$ cat src/rtl/csvt_pkg.sv
// Shared types and constants of the CSV field tokenizer.
package csvt_pkg;

    typedef enum logic [1:0] {
        MODE_TEXT  = 2'd0,
        MODE_CHUNK = 2'd1,
        MODE_EOI   = 2'd2,
        MODE_NONE  = 2'd3
    } mode_t;

    typedef enum logic [2:0] {
        CLS_QUOTE = 3'd0,
        CLS_COMMA = 3'd1,
        CLS_EOL   = 3'd2,
        CLS_OTHER = 3'd3,
        CLS_CHUNK = 3'd4,
        CLS_EOI   = 3'd5
    } class_t;

    typedef struct packed {
        class_t     cls;
        logic [7:0] data;
    } token_t;

    typedef enum logic [2:0] {
        PH_START = 3'd0,
        PH_DATA  = 3'd1,
        PH_QUOTE = 3'd2,
        PH_SKIP  = 3'd3,
        PH_ERROR = 3'd4
    } phase_t;

    typedef enum logic [1:0] {
        KIND_DATA  = 2'd0,
        KIND_END   = 2'd1,
        KIND_ERROR = 2'd2
    } kind_t;

    localparam logic [7:0] CH_QUOTE = 8'h22;
    localparam logic [7:0] CH_COMMA = 8'h2C;
    localparam logic [7:0] CH_CR    = 8'h0D;
    localparam logic [7:0] CH_LF    = 8'h0A;

    localparam int QUEUE_DEPTH = 2;

endpackage

$ cat src/rtl/csv_field_tokenizer.sv
// Top level of the CSV field tokenizer.
//
//   Channel   Handshake           Payload
//   input     s_valid / s_ready   s_mode, s_data_byte
//   result    m_valid / m_ready   m_kind, m_char_out, m_field_index,
//                                 m_record_end, m_too_many_fields
//
// One input word per cycle is sustained while the result channel is not stalled;
// a word's result passes through a queue slot, then the output register.
// The parser state machine updates once per word popped from the queue.
// Reset is synchronous on aresetn and clears the queue, parser state and
// output valid. A stalled result holds in the output register while the
// two-entry queue keeps accepting words until it fills.
module csv_field_tokenizer #(
    parameter int MAX_FIELDS = 32
) (
    input  logic        aclk,
    input  logic        aresetn,
    input  logic        s_valid,
    output logic        s_ready,
    input  logic [1:0]  s_mode,
    input  logic [7:0]  s_data_byte,
    output logic        m_valid,
    input  logic        m_ready,
    output logic [1:0]  m_kind,
    output logic [7:0]  m_char_out,
    output logic [4:0]  m_field_index,
    output logic        m_record_end,
    output logic        m_too_many_fields
);

    logic             push;
    logic             pop;
    logic             queue_full;
    logic             queue_empty;
    csvt_pkg::token_t push_token;
    csvt_pkg::token_t head_token;

    csvt_front u_front (
        .s_valid     (s_valid),
        .s_ready     (s_ready),
        .s_mode      (s_mode),
        .s_data_byte (s_data_byte),
        .queue_full  (queue_full),
        .push        (push),
        .push_token  (push_token)
    );

    csvt_queue u_queue (
        .aclk       (aclk),
        .aresetn    (aresetn),
        .push       (push),
        .push_token (push_token),
        .full       (queue_full),
        .pop        (pop),
        .head_token (head_token),
        .empty      (queue_empty)
    );

    csvt_back #(
        .MAX_FIELDS (MAX_FIELDS)
    ) u_back (
        .aclk              (aclk),
        .aresetn           (aresetn),
        .queue_empty       (queue_empty),
        .head_token        (head_token),
        .pop               (pop),
        .m_valid           (m_valid),
        .m_ready           (m_ready),
        .m_kind            (m_kind),
        .m_char_out        (m_char_out),
        .m_field_index     (m_field_index),
        .m_record_end      (m_record_end),
        .m_too_many_fields (m_too_many_fields)
    );

endmodule

$ cat src/rtl/csvt_front.sv
// Front end: accepts input words and classifies them into tokens.
module csvt_front (
    input  logic                s_valid,
    output logic                s_ready,
    input  logic [1:0]          s_mode,
    input  logic [7:0]          s_data_byte,
    input  logic                queue_full,
    output logic                push,
    output csvt_pkg::token_t    push_token
);

    always_comb begin
        push_token.data = s_data_byte;
        push_token.cls  = csvt_pkg::CLS_OTHER;
        unique case (s_mode)
            csvt_pkg::MODE_TEXT: begin
                unique case (s_data_byte) inside
                    csvt_pkg::CH_QUOTE:            push_token.cls = csvt_pkg::CLS_QUOTE;
                    csvt_pkg::CH_COMMA:            push_token.cls = csvt_pkg::CLS_COMMA;
                    csvt_pkg::CH_CR, csvt_pkg::CH_LF: push_token.cls = csvt_pkg::CLS_EOL;
                    default:                       push_token.cls = csvt_pkg::CLS_OTHER;
                endcase
            end
            csvt_pkg::MODE_CHUNK: push_token.cls = csvt_pkg::CLS_CHUNK;
            csvt_pkg::MODE_EOI:   push_token.cls = csvt_pkg::CLS_EOI;
            default:              push_token.cls = csvt_pkg::CLS_OTHER;
        endcase
    end

    // An unused mode is accepted and dropped here.
    assign s_ready = !queue_full;
    assign push    = s_valid && !queue_full && (s_mode != csvt_pkg::MODE_NONE);

endmodule

$ cat src/rtl/csvt_queue.sv
// Two-entry token queue between the front and back ends.
module csvt_queue (
    input  logic                aclk,
    input  logic                aresetn,
    input  logic                push,
    input  csvt_pkg::token_t    push_token,
    output logic                full,
    input  logic                pop,
    output csvt_pkg::token_t    head_token,
    output logic                empty
);

    csvt_pkg::token_t slot_reg [csvt_pkg::QUEUE_DEPTH];
    logic [1:0]       count_reg;
    logic [1:0]       count_next;

    assign full       = (count_reg == 2'd2);
    assign empty      = (count_reg == 2'd0);
    assign head_token = slot_reg[0];

    always_comb begin
        count_next = count_reg;
        if (push && !pop) begin
            count_next = count_reg + 2'd1;
        end else if (pop && !push) begin
            count_next = count_reg - 2'd1;
        end
    end

    always_ff @(posedge aclk) begin
        if (!aresetn) begin
            count_reg <= 2'd0;
        end else begin
            count_reg <= count_next;
        end
    end

    always_ff @(posedge aclk) begin
        if (push && pop) begin
            if (count_reg == 2'd1) begin
                slot_reg[0] <= push_token;
            end else begin
                slot_reg[0] <= slot_reg[1];
                slot_reg[1] <= push_token;
            end
        end else if (push) begin
            if (count_reg == 2'd0) begin
                slot_reg[0] <= push_token;
            end else begin
                slot_reg[1] <= push_token;
            end
        end else if (pop) begin
            slot_reg[0] <= slot_reg[1];
        end
    end

endmodule

$ cat src/rtl/csvt_back.sv
// Back end: parser state machine and result output register.
module csvt_back #(
    parameter int MAX_FIELDS = 32
) (
    input  logic                aclk,
    input  logic                aresetn,
    input  logic                queue_empty,
    input  csvt_pkg::token_t    head_token,
    output logic                pop,
    output logic                m_valid,
    input  logic                m_ready,
    output logic [1:0]          m_kind,
    output logic [7:0]          m_char_out,
    output logic [4:0]          m_field_index,
    output logic                m_record_end,
    output logic                m_too_many_fields
);

    localparam int CW = $clog2(MAX_FIELDS);
    localparam int XW = (CW > 5) ? CW : 5;
    localparam logic [CW-1:0] LAST_INDEX = CW'(MAX_FIELDS - 1);

    csvt_pkg::phase_t phase_reg, phase_next;
    logic             quoted_reg, quoted_next;
    logic [CW-1:0]    cnt_reg, cnt_next;
    logic             ovf_reg, ovf_next;

    logic             res;
    csvt_pkg::kind_t  res_kind;
    logic [7:0]       res_char;
    logic             res_rec;
    logic             end_req;
    logic             end_rec;
    logic             end_skip;
    logic             clear_req;
    logic [XW-1:0]    index_ext;

    logic             out_valid_reg;
    logic [1:0]       kind_reg;
    logic [7:0]       char_reg;
    logic [4:0]       index_reg;
    logic             rec_reg;
    logic             ovf_out_reg;

    assign pop       = !queue_empty && (!out_valid_reg || m_ready);
    assign index_ext = XW'(cnt_reg);

    always_comb begin
        phase_next  = phase_reg;
        quoted_next = quoted_reg;
        cnt_next    = cnt_reg;
        ovf_next    = ovf_reg;
        res         = 1'b0;
        res_kind    = csvt_pkg::KIND_DATA;
        res_char    = 8'd0;
        res_rec     = 1'b0;
        end_req     = 1'b0;
        end_rec     = 1'b0;
        end_skip    = 1'b0;
        clear_req   = 1'b0;

        unique case (phase_reg)
            csvt_pkg::PH_START: begin
                case (head_token.cls)
                    csvt_pkg::CLS_QUOTE: begin
                        quoted_next = 1'b1;
                        phase_next  = csvt_pkg::PH_DATA;
                    end
                    csvt_pkg::CLS_COMMA: begin
                        end_req = 1'b1;
                    end
                    csvt_pkg::CLS_EOL: begin
                        end_req  = 1'b1;
                        end_rec  = 1'b1;
                        end_skip = 1'b1;
                    end
                    csvt_pkg::CLS_CHUNK: begin
                        end_req = 1'b1;
                        end_rec = 1'b1;
                    end
                    csvt_pkg::CLS_EOI: begin
                        end_req   = (cnt_reg != '0) || ovf_reg;
                        end_rec   = 1'b1;
                        clear_req = 1'b1;
                    end
                    default: begin
                        quoted_next = 1'b0;
                        phase_next  = csvt_pkg::PH_DATA;
                        res         = 1'b1;
                        res_char    = head_token.data;
                    end
                endcase
            end
            csvt_pkg::PH_DATA: begin
                case (head_token.cls)
                    csvt_pkg::CLS_QUOTE: begin
                        if (quoted_reg) begin
                            phase_next = csvt_pkg::PH_QUOTE;
                        end else begin
                            res      = 1'b1;
                            res_char = head_token.data;
                        end
                    end
                    csvt_pkg::CLS_COMMA: begin
                        if (quoted_reg) begin
                            res      = 1'b1;
                            res_char = head_token.data;
                        end else begin
                            end_req = 1'b1;
                        end
                    end
                    csvt_pkg::CLS_EOL: begin
                        if (quoted_reg) begin
                            res      = 1'b1;
                            res_char = head_token.data;
                        end else begin
                            end_req  = 1'b1;
                            end_rec  = 1'b1;
                            end_skip = 1'b1;
                        end
                    end
                    csvt_pkg::CLS_CHUNK: begin
                        end_req = !quoted_reg;
                        end_rec = 1'b1;
                    end
                    csvt_pkg::CLS_EOI: begin
                        if (quoted_reg) begin
                            res      = 1'b1;
                            res_kind = csvt_pkg::KIND_ERROR;
                        end else begin
                            end_req = 1'b1;
                            end_rec = 1'b1;
                        end
                        clear_req = 1'b1;
                    end
                    default: begin
                        res      = 1'b1;
                        res_char = head_token.data;
                    end
                endcase
            end
            csvt_pkg::PH_QUOTE: begin
                case (head_token.cls)
                    csvt_pkg::CLS_QUOTE: begin
                        phase_next = csvt_pkg::PH_DATA;
                        res        = 1'b1;
                        res_char   = head_token.data;
                    end
                    csvt_pkg::CLS_COMMA: begin
                        end_req = 1'b1;
                    end
                    csvt_pkg::CLS_EOL: begin
                        end_req  = 1'b1;
                        end_rec  = 1'b1;
                        end_skip = 1'b1;
                    end
                    csvt_pkg::CLS_CHUNK: begin
                        end_req = 1'b1;
                        end_rec = 1'b1;
                    end
                    csvt_pkg::CLS_EOI: begin
                        end_req   = 1'b1;
                        end_rec   = 1'b1;
                        clear_req = 1'b1;
                    end
                    default: begin
                        phase_next = csvt_pkg::PH_ERROR;
                        res        = 1'b1;
                        res_kind   = csvt_pkg::KIND_ERROR;
                    end
                endcase
            end
            csvt_pkg::PH_SKIP: begin
                clear_req = (head_token.cls == csvt_pkg::CLS_CHUNK) ||
                            (head_token.cls == csvt_pkg::CLS_EOI);
            end
            default: begin
                clear_req = (head_token.cls == csvt_pkg::CLS_EOI);
            end
        endcase

        if (end_req) begin
            res      = 1'b1;
            res_kind = csvt_pkg::KIND_END;
            res_rec  = end_rec;
            quoted_next = 1'b0;
            if (end_rec) begin
                cnt_next   = '0;
                ovf_next   = 1'b0;
                phase_next = end_skip ? csvt_pkg::PH_SKIP : csvt_pkg::PH_START;
            end else begin
                if (cnt_reg == LAST_INDEX) begin
                    ovf_next = 1'b1;
                end else begin
                    cnt_next = cnt_reg + 1'b1;
                end
                phase_next = csvt_pkg::PH_START;
            end
        end

        if (clear_req) begin
            phase_next  = csvt_pkg::PH_START;
            quoted_next = 1'b0;
            cnt_next    = '0;
            ovf_next    = 1'b0;
        end
    end

    always_ff @(posedge aclk) begin
        if (!aresetn) begin
            phase_reg  <= csvt_pkg::PH_START;
            quoted_reg <= 1'b0;
            cnt_reg    <= '0;
            ovf_reg    <= 1'b0;
        end else if (pop) begin
            phase_reg  <= phase_next;
            quoted_reg <= quoted_next;
            cnt_reg    <= cnt_next;
            ovf_reg    <= ovf_next;
        end
    end

    always_ff @(posedge aclk) begin
        if (!aresetn) begin
            out_valid_reg <= 1'b0;
        end else if (pop) begin
            out_valid_reg <= res;
        end else if (m_ready) begin
            out_valid_reg <= 1'b0;
        end
    end

    always_ff @(posedge aclk) begin
        if (pop && res) begin
            kind_reg    <= res_kind;
            char_reg    <= res_char;
            index_reg   <= index_ext[4:0];
            rec_reg     <= res_rec;
            ovf_out_reg <= ovf_reg;
        end
    end

    assign m_valid           = out_valid_reg;
    assign m_kind            = kind_reg;
    assign m_char_out        = char_reg;
    assign m_field_index     = index_reg;
    assign m_record_end      = rec_reg;
    assign m_too_many_fields = ovf_out_reg;

endmodule

$ cat config.mk
export PLATFORM = sky130hd
export DESIGN_NAME = csv_field_tokenizer
export DESIGN_NICKNAME = d
export VERILOG_FILES = /design/src/rtl/csvt_pkg.sv /design/src/rtl/csv_field_tokenizer.sv /design/src/rtl/csvt_front.sv /design/src/rtl/csvt_queue.sv /design/src/rtl/csvt_back.sv
export SDC_FILE = /design/constraint.sdc
export NUM_CORES = 1
export LEC_CHECK = 0
export BUFFER_PORTS_ARGS = -buffer_cell sky130_fd_sc_hd__buf_4
export CAP_MARGIN = 20
export CORE_ASPECT_RATIO = 1.1
export CORE_MARGIN = 4
export CORE_UTILIZATION = 44
export DETAILED_ROUTE_END_ITERATION = 10
export GPL_TIMING_DRIVEN = 0
export SLEW_MARGIN = 0
export SYNTH_ARGS = -nofsm -noshare
export SYNTH_HDL_FRONTEND = slang
export SYNTH_SLANG_ARGS = --single-unit
$ cat constraint.sdc
create_clock -name aclk -period 4.1 [get_ports aclk]
set_input_delay 0.41 -clock aclk [delete_from_list [all_inputs] [get_ports aclk]]
set_output_delay 0.41 -clock aclk [all_outputs]
set_load 0.01 [all_outputs]
# Word-level counts from Yosys, hierarchy flattened
# Memories as Yosys holds them, arrays and structs flattened.
# Cells that the tools add are included.
[op_classes]
add_sub_neg = 3
mul = 0
div = 0
order_cmp = 0
eq_ne = 23
shifts = 0
mux = 78
bitwise_logic = 4
n_reduce_logical = 42
[op_table]
columns = ["cell", "count"]
rows = [
  ["case mux 8 bit (3 select lines)", 2],
  ["2-to-1 mux 11 bit", 4],
  ["2-to-1 mux 1 bit", 37],
  ["2-to-1 mux 8 bit", 4],
  ["2-to-1 mux 5 bit", 4],
  ["2-to-1 mux 3 bit", 6],
  ["case mux 3 bit (3 select lines)", 2],
  ["== test 8 x 4 -> 1 bit (second input constant)", 2],
  ["== test 8 x 6 -> 1 bit (second input constant)", 2],
  ["case mux 1 bit (2 select lines)", 7],
  ["2-to-1 mux 2 bit", 6],
  ["OR reduction 3 bit", 4],
  ["nonzero test 5 bit", 2],
  ["OR reduction 2 bit", 5],
  ["== test 3 x 2 -> 1 bit (second input constant)", 3],
  ["case mux 1 bit (3 select lines)", 3],
  ["AND reduction 3 bit", 3],
  ["inequality test 4 x 1 -> 1 bit (second input constant)", 2],
  ["inequality test 4 x 2 -> 1 bit (second input constant)", 2],
  ["logical AND 1 bit", 7],
  ["== test 3 x 1 -> 1 bit (second input constant)", 2],
  ["== test 3 bit (second input constant)", 2],
  ["zero test 1 bit", 6],
  ["zero test 3 bit", 2],
  ["other kinds (19)", 31],
]
[word_totals]
reg_bits = 30
latch_bits = 0
ramBits = 22
rom_bits = 0
elab_cells = 162
memories = 1
[mem_list]
columns = ["name", "words", "width", "read_ports", "rd_ports_with_merged_regs", "wr", "line_no", "text"]
rows = [
  ["u_queue.slot_reg", 2, 11, 2, 0, 2, "csvt_queue.sv:13", "csvt_pkg::token_t slot_reg [csvt_pkg::QUEUE_DEPTH];"],
]

# Longest topological paths before layout
# Gate-level depths: netlist of the first run.
[depth]
ltp_word = 10
mapped_depth = 9
ltp_nobuf = 8

# By module
# From an unflattened synthesis of the first run, not the netlist that was laid out.
[unflattened]
cells_unflattened = 267
area_unflattened_um2 = 3026.7
[modules_own_cells]
columns = ["module", "instances", "cells_each", "area_each_um2"]
rows = [
  ["csvt_back", 1, 143, 1501.4],
  ["csvt_queue", 1, 97, 1310.0],
  ["csvt_front", 1, 27, 215.2],
]

# Least setup slack after synthesis of the first run
# OpenSTA, ideal clock, no wires.
[synth_timing]
kind = "register to register"
startpoint = "memory u_queue.slot_reg[0][9] (netlist name)"
endpoint = "register u_back.char_reg[0] (netlist: u_back.m_char_out[0]), enable pin"
setup_ps = 403
t_arrival_ps = 2428
required_ps = 3697
slack_ps = 1269
stages_incl_launch_ff = 6
period_less_slack_ps = 2831
path_cell_list = "edfxtp_1 -> clkbuf_1 -> o21a_1 -> nor4_1 -> o31ai_4 -> a31oi_1"
[synth_rtl]
columns = ["element", "line_no", "text"]
rows = [
  ["start: declaration", "csvt_queue.sv:13", ""],
  ["end signal: assignment", "csvt_back.sv:236", "char_reg <= res_char;"],
  ["end: declaration", "csvt_back.sv:40", "logic [7:0] char_reg;"],
]

==> results of run 1 <==
## report_power, final
part	total [mW]	switching (mW)	internal, mW
logic	1.07	0.630	0.442
clock network	0.307	0.181	0.126
registers	0.921	0.0656	0.855
total	2.30	0.876	1.42
## layer usage
| metal | share of wire (%) | up-vias | GRT usage (%) | wire [um] |
|---|---|---|---|---|
| met5 | 0 | - | 0 | 0 |
| met4 | 1.2 | 0 | 5.38 | 57 |
| met3 | 5.1 | 7 | 2.44 | 248 |
| met2 | 47 | 48 | 23.8 | 2280 |
| met1 | 47 | 846 | 20.7 | 2250 |
| li1 | - | 912 | - | - |
## cells by family after synthesis
family	share of synthesized area [%]
xor gates and xnor gates	1.36
buffers and inverters	4.17
muxes	5.19
and+or+nand+nor	14.9
AOI/OAI and AO/OA	13.5
DFF	55.5
adders and majority gates	5.33
## worst max-delay path, delay by kind of cell, from the launching register on
kind / cells / cell delay (ns)
compound gates: 1 / 0.19
fa+ha+maj: 2 / 0.47
buf+inv: 4 / 0.95
flops: 1 / 0.35
mux: 1 / 0.37
simple gates: 1 / 0.12
## worst max path at each step
stage	cells after the start	from	slack [ns]	to
floorplan	5	u_queue.slot_reg[0][9]	1.27	u_back.m_char_out[0]
global placement	5	u_queue.slot_reg[0][9]	0.56	u_back.m_field_index[0]
detailed placement	9	m_ready	1.09	u_queue.slot_reg[1][0]
CTS	8	u_queue.count_reg[0]	1.18	u_queue.slot_reg[1][8]
global route	9	u_queue.count_reg[0]	1.12	u_queue.slot_reg[0][9]
finish	9	u_queue.count_reg[0]	1.41	u_queue.slot_reg[0][8]
## Yosys cell counts (3+ instances only)
| library cell | instances | area share [%] |
|---|---|---|
| nand3_1 | 4 | 0.78 |
| o21a_1 | 4 | 1.2 |
| a31oi_1 | 3 | 0.73 |
| nand2_1 | 12 | 1.7 |
| o21ai_0 | 4 | 0.78 |
| and3_1 | 11 | 2.7 |
| nor3b_1 | 3 | 0.87 |
| clkbuf_1 | 7 | 1.0 |
| inv_1 | 16 | 2.3 |
| dfxtp_1 | 13 | 10 |
| mux2_2 | 9 | 3.9 |
| nor3_1 | 9 | 1.7 |
| nor2b_1 | 4 | 0.97 |
| nor2_1 | 10 | 1.5 |
| xor2_1 | 4 | 1.4 |
| a21oi_1 | 9 | 1.7 |
| o32ai_1 | 4 | 1.4 |
| ha_1 | 11 | 5.3 |
| o22ai_1 | 4 | 0.97 |
| a221oi_1 | 3 | 1.0 |
| o21ai_1 | 3 | 0.58 |
| nand2b_1 | 3 | 0.73 |
| o211ai_1 | 3 | 0.87 |
| edfxtp_1 | 39 | 45 |
## layout make-up
| type | count | area (sq um) | area share, % |
|---|---|---|---|
| Timing Repair Buffer | 34 | 259 | 8.54 |
| Clock buffer | 5 | 68.8 | 2.27 |
| Sequential cell | 52 | 1430 | 47.2 |
| Inverter | 17 | 63.8 | 2.10 |
| Multi-Input combinational cell | 144 | 1050 | 34.5 |
| Buffer | 10 | 43.8 | 1.44 |
| Clock inverter | 3 | 26.3 | 0.866 |
| Tap cell | 75 | 93.8 | 3.09 |
## metrics by stage
| stage | total power, mW | cell area (sq um) | hold WS, ns |
|---|---|---|---|
| floorplan | 1.64 | 2580 | 0.432 |
| detailed placement | 2.00 | 2930 | 0.460 |
| global placement | 1.97 | 2910 | 0.451 |
| CTS | 2.31 | 3030 | 0.284 |
| global route | 2.47 | 3030 | 0.280 |
| finish | 2.30 | 3030 | 0.292 |
==> results.py, run 1 <==
metrics = {
    "worst_setup_path": {
        "reg2reg_slack_ns": 1.41,
        "critical_path_required_ns": 4.17,
        "slowest_stage": "mux2_2",
        "path_class": "flip-flop to flip-flop",
        "rr_startpoint": "u_queue.count_reg[0]",
        "start_kind": "flip-flop",
        "critical_path.max_fanout": 10,
        "cp-end-kind": "flip-flop",
        "critPathMaxStageDelay_ns": 0.37,
        "rr_endpoint": "u_queue.slot_reg[0][8]",
        "reg2reg_depth": 9,
        "cp.arrival_ns": 2.76,
        "cp_cell_sequence": "inv_1 -> ha_1 -> or2_1 -> clkbuf_1 -> inv_1 -> ha_1 -> a31oi_1 -> buf_2 -> mux2_2",
    },
    "timing": {
        "slew_violations": 0,
        "grt_setup_unrepaired": "false",
        "setup_ws_ns": 1.41,
        "hold_viol": 0,
        "setup_tns_ns": 0,
        "slew_headroom_pct": 56.7,
        "min_period_ns": 2.69,
        "min_period_over_period_pct": 65.6,
        "max_freq_mhz": 372,
        "worstMarginPinSlew_ns": 0.648,
        "finClkSkew_ns": 0.00729,
        "finalSetupViolations": 0,
    },
    "grt": {
        "grt_max_degree": 19,
        "grt_pass1_wl_um": 8370,
        "grt_pass1_vias": 1765,
        "overflow": 0,
        "grt_use_total_pct": 15.0,
        "grt_antenna_before_repair": 0,
    },
    "cts": {
        "cts.sinks": 52,
        "path_clk_slew_ns": 0.10,
        "post_cts_buffers": 0,
        "clkLatencyLatePin_ns": 0.31,
        "h-tree-depth": 2,
        "postCtsHoldBufs": 0,
        "clockBufferDepth": 2,
        "cts_resized": 0,
        "cts_buffers": 5,
        "root_buffer": "clkbuf_8",
        "cts_tree": "done",
    },
    "layout": {
        "drive_gt1_share_pct": 22.3,
        "num_antenna_cells": 0,
        "final_core_util_pct": 54.8,
        "nets": 289,
        "fillers": 508,
        "largest_reg_flops": 22,
        "final_common_cell": "edfxtp_1",
        "layout_common_cells": "edfxtp_1, buf_4, inv_1",
        "synthToLayoutAreaGrowth_pct": 17.6,
        "final_cells": 340,
    },
    "synth": {
        "ys_seq_area_share_pct": 55.5,
        "synth_fp_nets": 248,
        "yosys_warnings": 0,
        "syn_inst": 223,
        "syn_area_per_cell_sq_um": 11.6,
        "ys_ff_latch": 52,
        "synthArstFlopShare_pct": 0,
        "synth_cell_type_count": 47,
        "netlist_area_sq_um": 2580,
        "ys.flop_type": "edfxtp_1",
        "synth_edf_count": 39,
    },
    "detailed_routing": {
        "firstDrtPassIters": 4,
        "drt_iter0_drc": 172,
        "wl_per_cell_um": 14.2,
        "antenna_left": 0,
        "avgViaCountPerCell": 5.33,
        "drcViolationCount": 0,
        "vias": 1813,
        "routed_wl_um": 4840,
    },
    "min_path": {
        "min_to": "u_queue.slot_reg[1][7]",
        "holdPathStages": 1,
        "hp-class": "input pin to flip-flop",
        "min-delay-start": "s_data_byte[7]",
    },
    "floorplanning": {
        "die_x_um": 81.0,
        "coreArea_sq_um": 5540,
        "dieArea_sq_um": 7150,
        "fp.dieH_um": 88.3,
        "io_pins": 33,
        "initial_core_util_pct": 46.6,
        "fp-row-count": 28,
    },
    "placement": {
        "hpwl_um": 3470,
        "dp_worst_setup_slack_ns": 1.09,
        "place_congestion": 0.826,
        "placed_cells": 331,
        "port_buffers": 32,
    },
    "status": {
        "status": "completed",
    },
    "power_and_ir_drop": {
        "max-vdd-ir-drop_mv": 0.357,
        "p_per_area_nw_per_um2": 758,
        "leakage_nw": 1.18,
    },
    "run": {
        "max_cap_violations": 0,
    },
}
Power figures use the tool's default switching activity.
==> run 2, diff against run 1 <==
- PLACE_DENSITY: not set -> 0.66
- clock period: 4.1 -> 2.15 ns (I/O delays scaled with it)
==> run 2 against run 1 <==
Clock power up 110%. Hold slack worse by 0.18 ns. Cell count up 4.7%. Core utilization up 6.0 points. Die area unchanged. Critical endpoint is now u_back.phase_reg[1]. Largest cell class unchanged. Largest power group unchanged. Highest routed layer unchanged.
==> results.py, run 2 (synthesis gave the netlist of run 1 again) <==
metrics = {
    "power_and_ir_drop": {
        "max-vdd-ir-drop_mv": 0.743,
        "p_per_area_nw_per_um2": 1520,
        "leakage_nw": 1.32,
    },
    "run": {
        "max_cap_violations": 0,
    },
    "layout": {
        "layout_common_cells": "buf_4, edfxtp_1, nand2_1",
        "largest_reg_flops": 22,
        "nets": 305,
        "num_antenna_cells": 0,
        "fin_area_sq_um": 3370,
        "final_core_util_pct": 60.8,
        "synthToLayoutAreaGrowth_pct": 30.6,
        "final_common_cell": "buf_4",
        "drive_gt1_share_pct": 36.7,
    },
    "worst_setup_path": {
        "path_common_cell": "inv_2",
        "rr_startpoint": "u_back.cnt_reg[1]",
        "start_kind": "flip-flop",
        "reg2reg_slack_ns": 0.04,
        "cp_cell_sequence": "inv_2 -> ha_4 -> nand4b_1 -> or4_4 -> o31ai_4 -> inv_2 -> o31a_1 -> o32ai_2",
        "cp-end-kind": "flip-flop",
        "critPathMaxStageDelay_ns": 0.45,
        "reg2reg_depth": 8,
        "slowest_stage": "or4_4",
        "path_class": "flip-flop to flip-flop",
        "critical_path_required_ns": 2.37,
        "critical_path.max_fanout": 5,
        "cp.arrival_ns": 2.33,
        "rr_endpoint": "u_back.phase_reg[1]",
    },
    "grt": {
        "grt_use_total_pct": 15.6,
        "grt_max_degree": 16,
        "grt_antenna_before_repair": 0,
        "grt_pass1_vias": 1858,
        "grt_pass1_wl_um": 8740,
        "overflow": 0,
    },
    "detailed_routing": {
        "firstDrtPassIters": 5,
        "drcViolationCount": 0,
        "antenna_left": 0,
        "vias": 1911,
        "wl_per_cell_um": 14.8,
        "drt_iter0_drc": 139,
        "routed_wl_um": 5280,
        "avgViaCountPerCell": 5.37,
    },
    "timing": {
        "min_period_over_period_pct": 98.2,
        "finClkSkew_ns": 0.00439,
        "slew_headroom_pct": 61.4,
        "hold_viol": 0,
        "finalSetupViolations": 0,
        "grt_setup_unrepaired": "true",
        "slew_violations": 0,
        "max_freq_mhz": 474,
        "setup_tns_ns": 0,
        "worstMarginPinSlew_ns": 0.573,
        "min_period_ns": 2.11,
    },
    "min_path": {
        "min-delay-start": "s_data_byte[7]",
        "min_to": "u_queue.slot_reg[1][7]",
        "hp-class": "input pin to flip-flop",
        "holdPathStages": 1,
    },
    "cts": {
        "cts_tree": "done",
        "root_buffer": "clkbuf_8",
        "h-tree-depth": 2,
        "cts.sinks": 52,
        "postCtsHoldBufs": 0,
        "clockBufferDepth": 2,
        "clkLatencyLatePin_ns": 0.30,
        "path_clk_slew_ns": 0.09,
        "cts_buffers": 5,
    },
    "floorplanning": {
        "io_pins": 33,
        "initial_core_util_pct": 46.6,
        "fp.dieH_um": 88.3,
        "die_x_um": 81.0,
        "dieArea_sq_um": 7150,
        "coreArea_sq_um": 5540,
        "fp-row-count": 28,
    },
    "status": {
        "status": "completed",
    },
    "placement": {
        "place_congestion": 0.862,
        "place_area_sq_um": 2950,
        "hpwl_um": 3520,
        "port_buffers": 32,
    },
}
run 2: worst max-delay path: cells and delay by family (launching register included):
family | cells | cell delay [ns]
simple gates | 2 | 0.57
compound gates | 3 | 0.80
flops | 1 | 0.35
buf+inv | 2 | 0.18
fa+ha+maj | 1 | 0.12
run 2: what timing repair did:
item,in CTS,in global routing
pin swaps,5,4
endpoints found under the setup margin,57,48
resized for setup,27,17
gates cloned,1,0
buffers inserted,12,5
run 2: layer usage:
layer | part of all wire, % | GRT usage, % | wire, um | vias up
met4 | 1.3 | 5.22 | 71 | 0
met2 | 51 | 26.6 | 2690 | 40
met5 | 0 | 0 | 0 | -
met1 | 44 | 19.9 | 2350 | 918
li1 | - | - | - | 946
met3 | 3.3 | 2.95 | 173 | 7
run 2: layout make-up:
cell class | instances | area, sq um
Tap cell | 75 | 93.8
Buffer | 10 | 65.1
Clock inverter | 2 | 35.0
Clock buffer | 6 | 72.6
Sequential cell | 52 | 1440
Fill cell | 481 | 2170
Multi-Input combinational cell | 144 | 1200
Inverter | 17 | 66.3
Timing Repair Buffer | 50 | 392
run 2: power breakdown:
| part | switching (mW) | total [mW] | internal (mW) | leakage [nW] |
|---|---|---|---|---|
| Clock | 0.311 | 0.656 | 0.346 | 0.0552 |
| Combinational | 1.44 | 2.70 | 1.26 | 0.782 |
| Sequential | 0.128 | 1.77 | 1.64 | 0.483 |
| Total | 1.88 | 5.12 | 3.24 | 1.32 |
run 2: how the worst max path moves through the flow:
| stage | start | cells after the start | slack [ns] | endpoint |
|---|---|---|---|---|
| after floorplan | u_queue.slot_reg[0][8] | 5 | 0.002 | u_back.m_char_out[0] |
| after global placement | u_queue.slot_reg[0][8] | 5 | -0.37 | u_back.m_field_index[1] |
| after detailed placement | u_queue.slot_reg[0][8] | 5 | -0.35 | u_back.m_field_index[3] |
| after CTS | u_back.cnt_reg[0] | 8 | -0.02 | u_back.phase_reg[1] |
| after global routing | u_back.cnt_reg[1] | 8 | -0.05 | u_back.phase_reg[1] |
| final | u_back.cnt_reg[1] | 8 | 0.04 | u_back.phase_reg[1] |
run 2: per-stage QoR:
stage / hold slack (ns) / power (mW) / cells / setup slack, ns
after floorplan: 0.314 / 3.20 / 223 / 0.00173
after global placement: 0.414 / 3.80 / 330 / -0.365
after detailed placement: 0.417 / 3.84 / 330 / -0.349
after CTS: 0.104 / 4.98 / 351 / -0.0183
after global routing: 0.0909 / 5.46 / 356 / -0.0471
final: 0.108 / 5.12 / 356 / 0.0385
==> run 3, diff against run 2 <==
- CORE_UTILIZATION: 44 -> 52
- PLACE_DENSITY: 0.66 -> 0.76
==> run 3 against run 2 <==
The run now ends with negative setup slack left. Core utilization is 11 points higher. Routed wire length is 15% higher. Clock skew hardly changed. Highest routed layer unchanged.
==> results.py, run 3 (synthesis gave the netlist of run 1 again) <==
metrics = {
    "status": {
        "status": "finished with violations",
        "violations": "negative setup slack",
    },
    "layout": {
        "final_cells": 338,
        "final_common_cell": "buf_4",
        "final_core_util_pct": 71.5,
        "synthToLayoutAreaGrowth_pct": 30.7,
        "drive_gt1_share_pct": 37.2,
        "fin_area_sq_um": 3370,
        "num_antenna_cells": 0,
        "layout_common_cells": "buf_4, edfxtp_1, inv_1, nand2_1, and3_1",
        "nets": 306,
        "largest_reg_flops": 22,
    },
    "timing": {
        "setup_ws_ns": -0.0277,
        "slew_violations": 0,
        "slew_headroom_pct": 61.7,
        "max_freq_mhz": 459,
        "finClkSkew_ns": 0.00439,
        "hold_slack_ns": 0.0979,
        "hold_viol": 0,
        "min_period_over_period_pct": 101,
        "grt_setup_unrepaired": "true",
        "finalSetupViolations": 2,
        "min_period_ns": 2.18,
        "setup_tns_ns": -0.0369,
        "worstMarginPinSlew_ns": 0.568,
    },
    "power_and_ir_drop": {
        "p_per_area_nw_per_um2": 1580,
        "power_switching_mw": 2.00,
        "clkPwrFrac_pct": 12.7,
        "max-vdd-ir-drop_mv": 0.788,
        "leakage_nw": 1.33,
        "swShare_pct": 37.5,
        "p_total_mw": 5.33,
        "p_seq_share_pct": 33.6,
        "power_frac_comb_pct": 53.7,
        "p_int_mw": 3.33,
    },
    "floorplanning": {
        "dieArea_sq_um": 6150,
        "fp.dieH_um": 81.9,
        "initial_core_util_pct": 54.7,
        "fp-row-count": 26,
        "coreArea_sq_um": 4720,
        "io_pins": 33,
        "die_x_um": 75.2,
    },
    "min_path": {
        "holdPathStages": 1,
        "hp-class": "input pin to flip-flop",
    },
    "detailed_routing": {
        "routed_wl_um": 6060,
        "drcViolationCount": 0,
        "routed-wl-met2_um": 3120,
        "vias": 2021,
        "met3_length_um": 337,
        "avgViaCountPerCell": 5.98,
        "top_layer": "met4",
        "wl_per_cell_um": 17.9,
        "drt_iter0_drc": 218,
        "firstDrtPassIters": 6,
        "antenna_left": 0,
        "wl_met1_um": 2480,
    },
    "placement": {
        "port_buffers": 32,
        "placed_cells": 311,
        "hpwl_um": 3580,
        "place_congestion": 0.893,
        "place_area_sq_um": 2930,
        "dp_worst_setup_slack_ns": -0.444,
    },
    "cts": {
        "path_clk_slew_ns": 0.10,
        "clockBufferDepth": 2,
        "clkLatencyLatePin_ns": 0.31,
        "cts.sinks": 52,
        "cts_buffers": 5,
        "h-tree-depth": 2,
        "postCtsHoldBufs": 0,
        "root_buffer": "clkbuf_8",
        "cts_tree": "done",
    },
    "grt": {
        "grt_antenna_before_repair": 0,
        "grt_pass1_wl_um": 9140,
        "grt_pass1_vias": 1870,
        "grt_max_degree": 17,
        "overflow": 0,
        "grt_use_total_pct": 19.5,
    },
    "worst_setup_path": {
        "start_kind": "flip-flop",
        "cp_cell_sequence": "buf_4 -> nand4b_1 -> or4_4 -> o31ai_4 -> inv_2 -> o31a_1 -> o32ai_2",
        "cp-end-kind": "flip-flop",
        "cp.arrival_ns": 2.40,
        "path_class": "flip-flop to flip-flop",
        "critical_path.max_fanout": 9,
        "slowest_stage": "or4_4",
        "critical_path_required_ns": 2.37,
        "critPathMaxStageDelay_ns": 0.44,
        "reg2reg_depth": 7,
    },
    "run": {
        "max_cap_violations": 0,
    },
}
## run 3: metal layers
| metal | vias up | global-route usage, % |
|---|---|---|
| li1 | 949 | - |
| met1 | 971 | 25.4 |
| met2 | 86 | 32.5 |
| met3 | 15 | 3.43 |
| met4 | 0 | 6.99 |
| met5 | - | 0 |
## run 3: cell type report
class / instances / area (sq um)
Buffer: 9 / 66.3
Clock buffer: 5 / 68.8
Fill cell: 316 / 1350
Inverter: 17 / 66.3
Sequential cell: 52 / 1440
Clock inverter: 3 / 42.5
Multi-Input combinational cell: 144 / 1180
Timing Repair Buffer: 52 / 435
Tap cell: 56 / 70.1
## run 3: power groups by stage
stage / clock network, mW / registers, mW / logic, mW
after floorplan: 0 / 1.85 / 1.35
after global placement: 0 / 1.77 / 2.00
after detailed placement: 0 / 1.80 / 2.05
after CTS: 0.677 / 1.78 / 2.49
after global routing: 0.717 / 1.83 / 3.05
final: 0.678 / 1.79 / 2.86
## run 3: what timing repair did
| item | CTS | global route |
|---|---|---|
| endpoints found under the setup margin | 57 | 58 |
| resized for setup | 28 | 18 |
| setup buffers | 8 | 11 |
| pin swaps | 5 | 8 |
| gates cloned | 1 | 0 |
## run 3: worst paths after layout
path,slack [ns],to,from
worst min register to register,0.49,u_back.m_field_index[1],u_back.cnt_reg[1]
worst max register to register,-0.03,u_back.phase_reg[0],u_queue.slot_reg[0][10]
worst max-delay path,-0.03,u_back.phase_reg[0],u_queue.slot_reg[0][10]
worst min-delay path,0.1,u_queue.slot_reg[1][7],s_data_byte[7]
## run 3: worst max-delay path, delay by kind of cell, from the launching register on
family	cells	cell delay (ns)
DFF	1	0.36
buffers and inverters	2	0.28
AOI/OAI and AO/OA	3	0.92
and+or+nand+nor	2	0.54
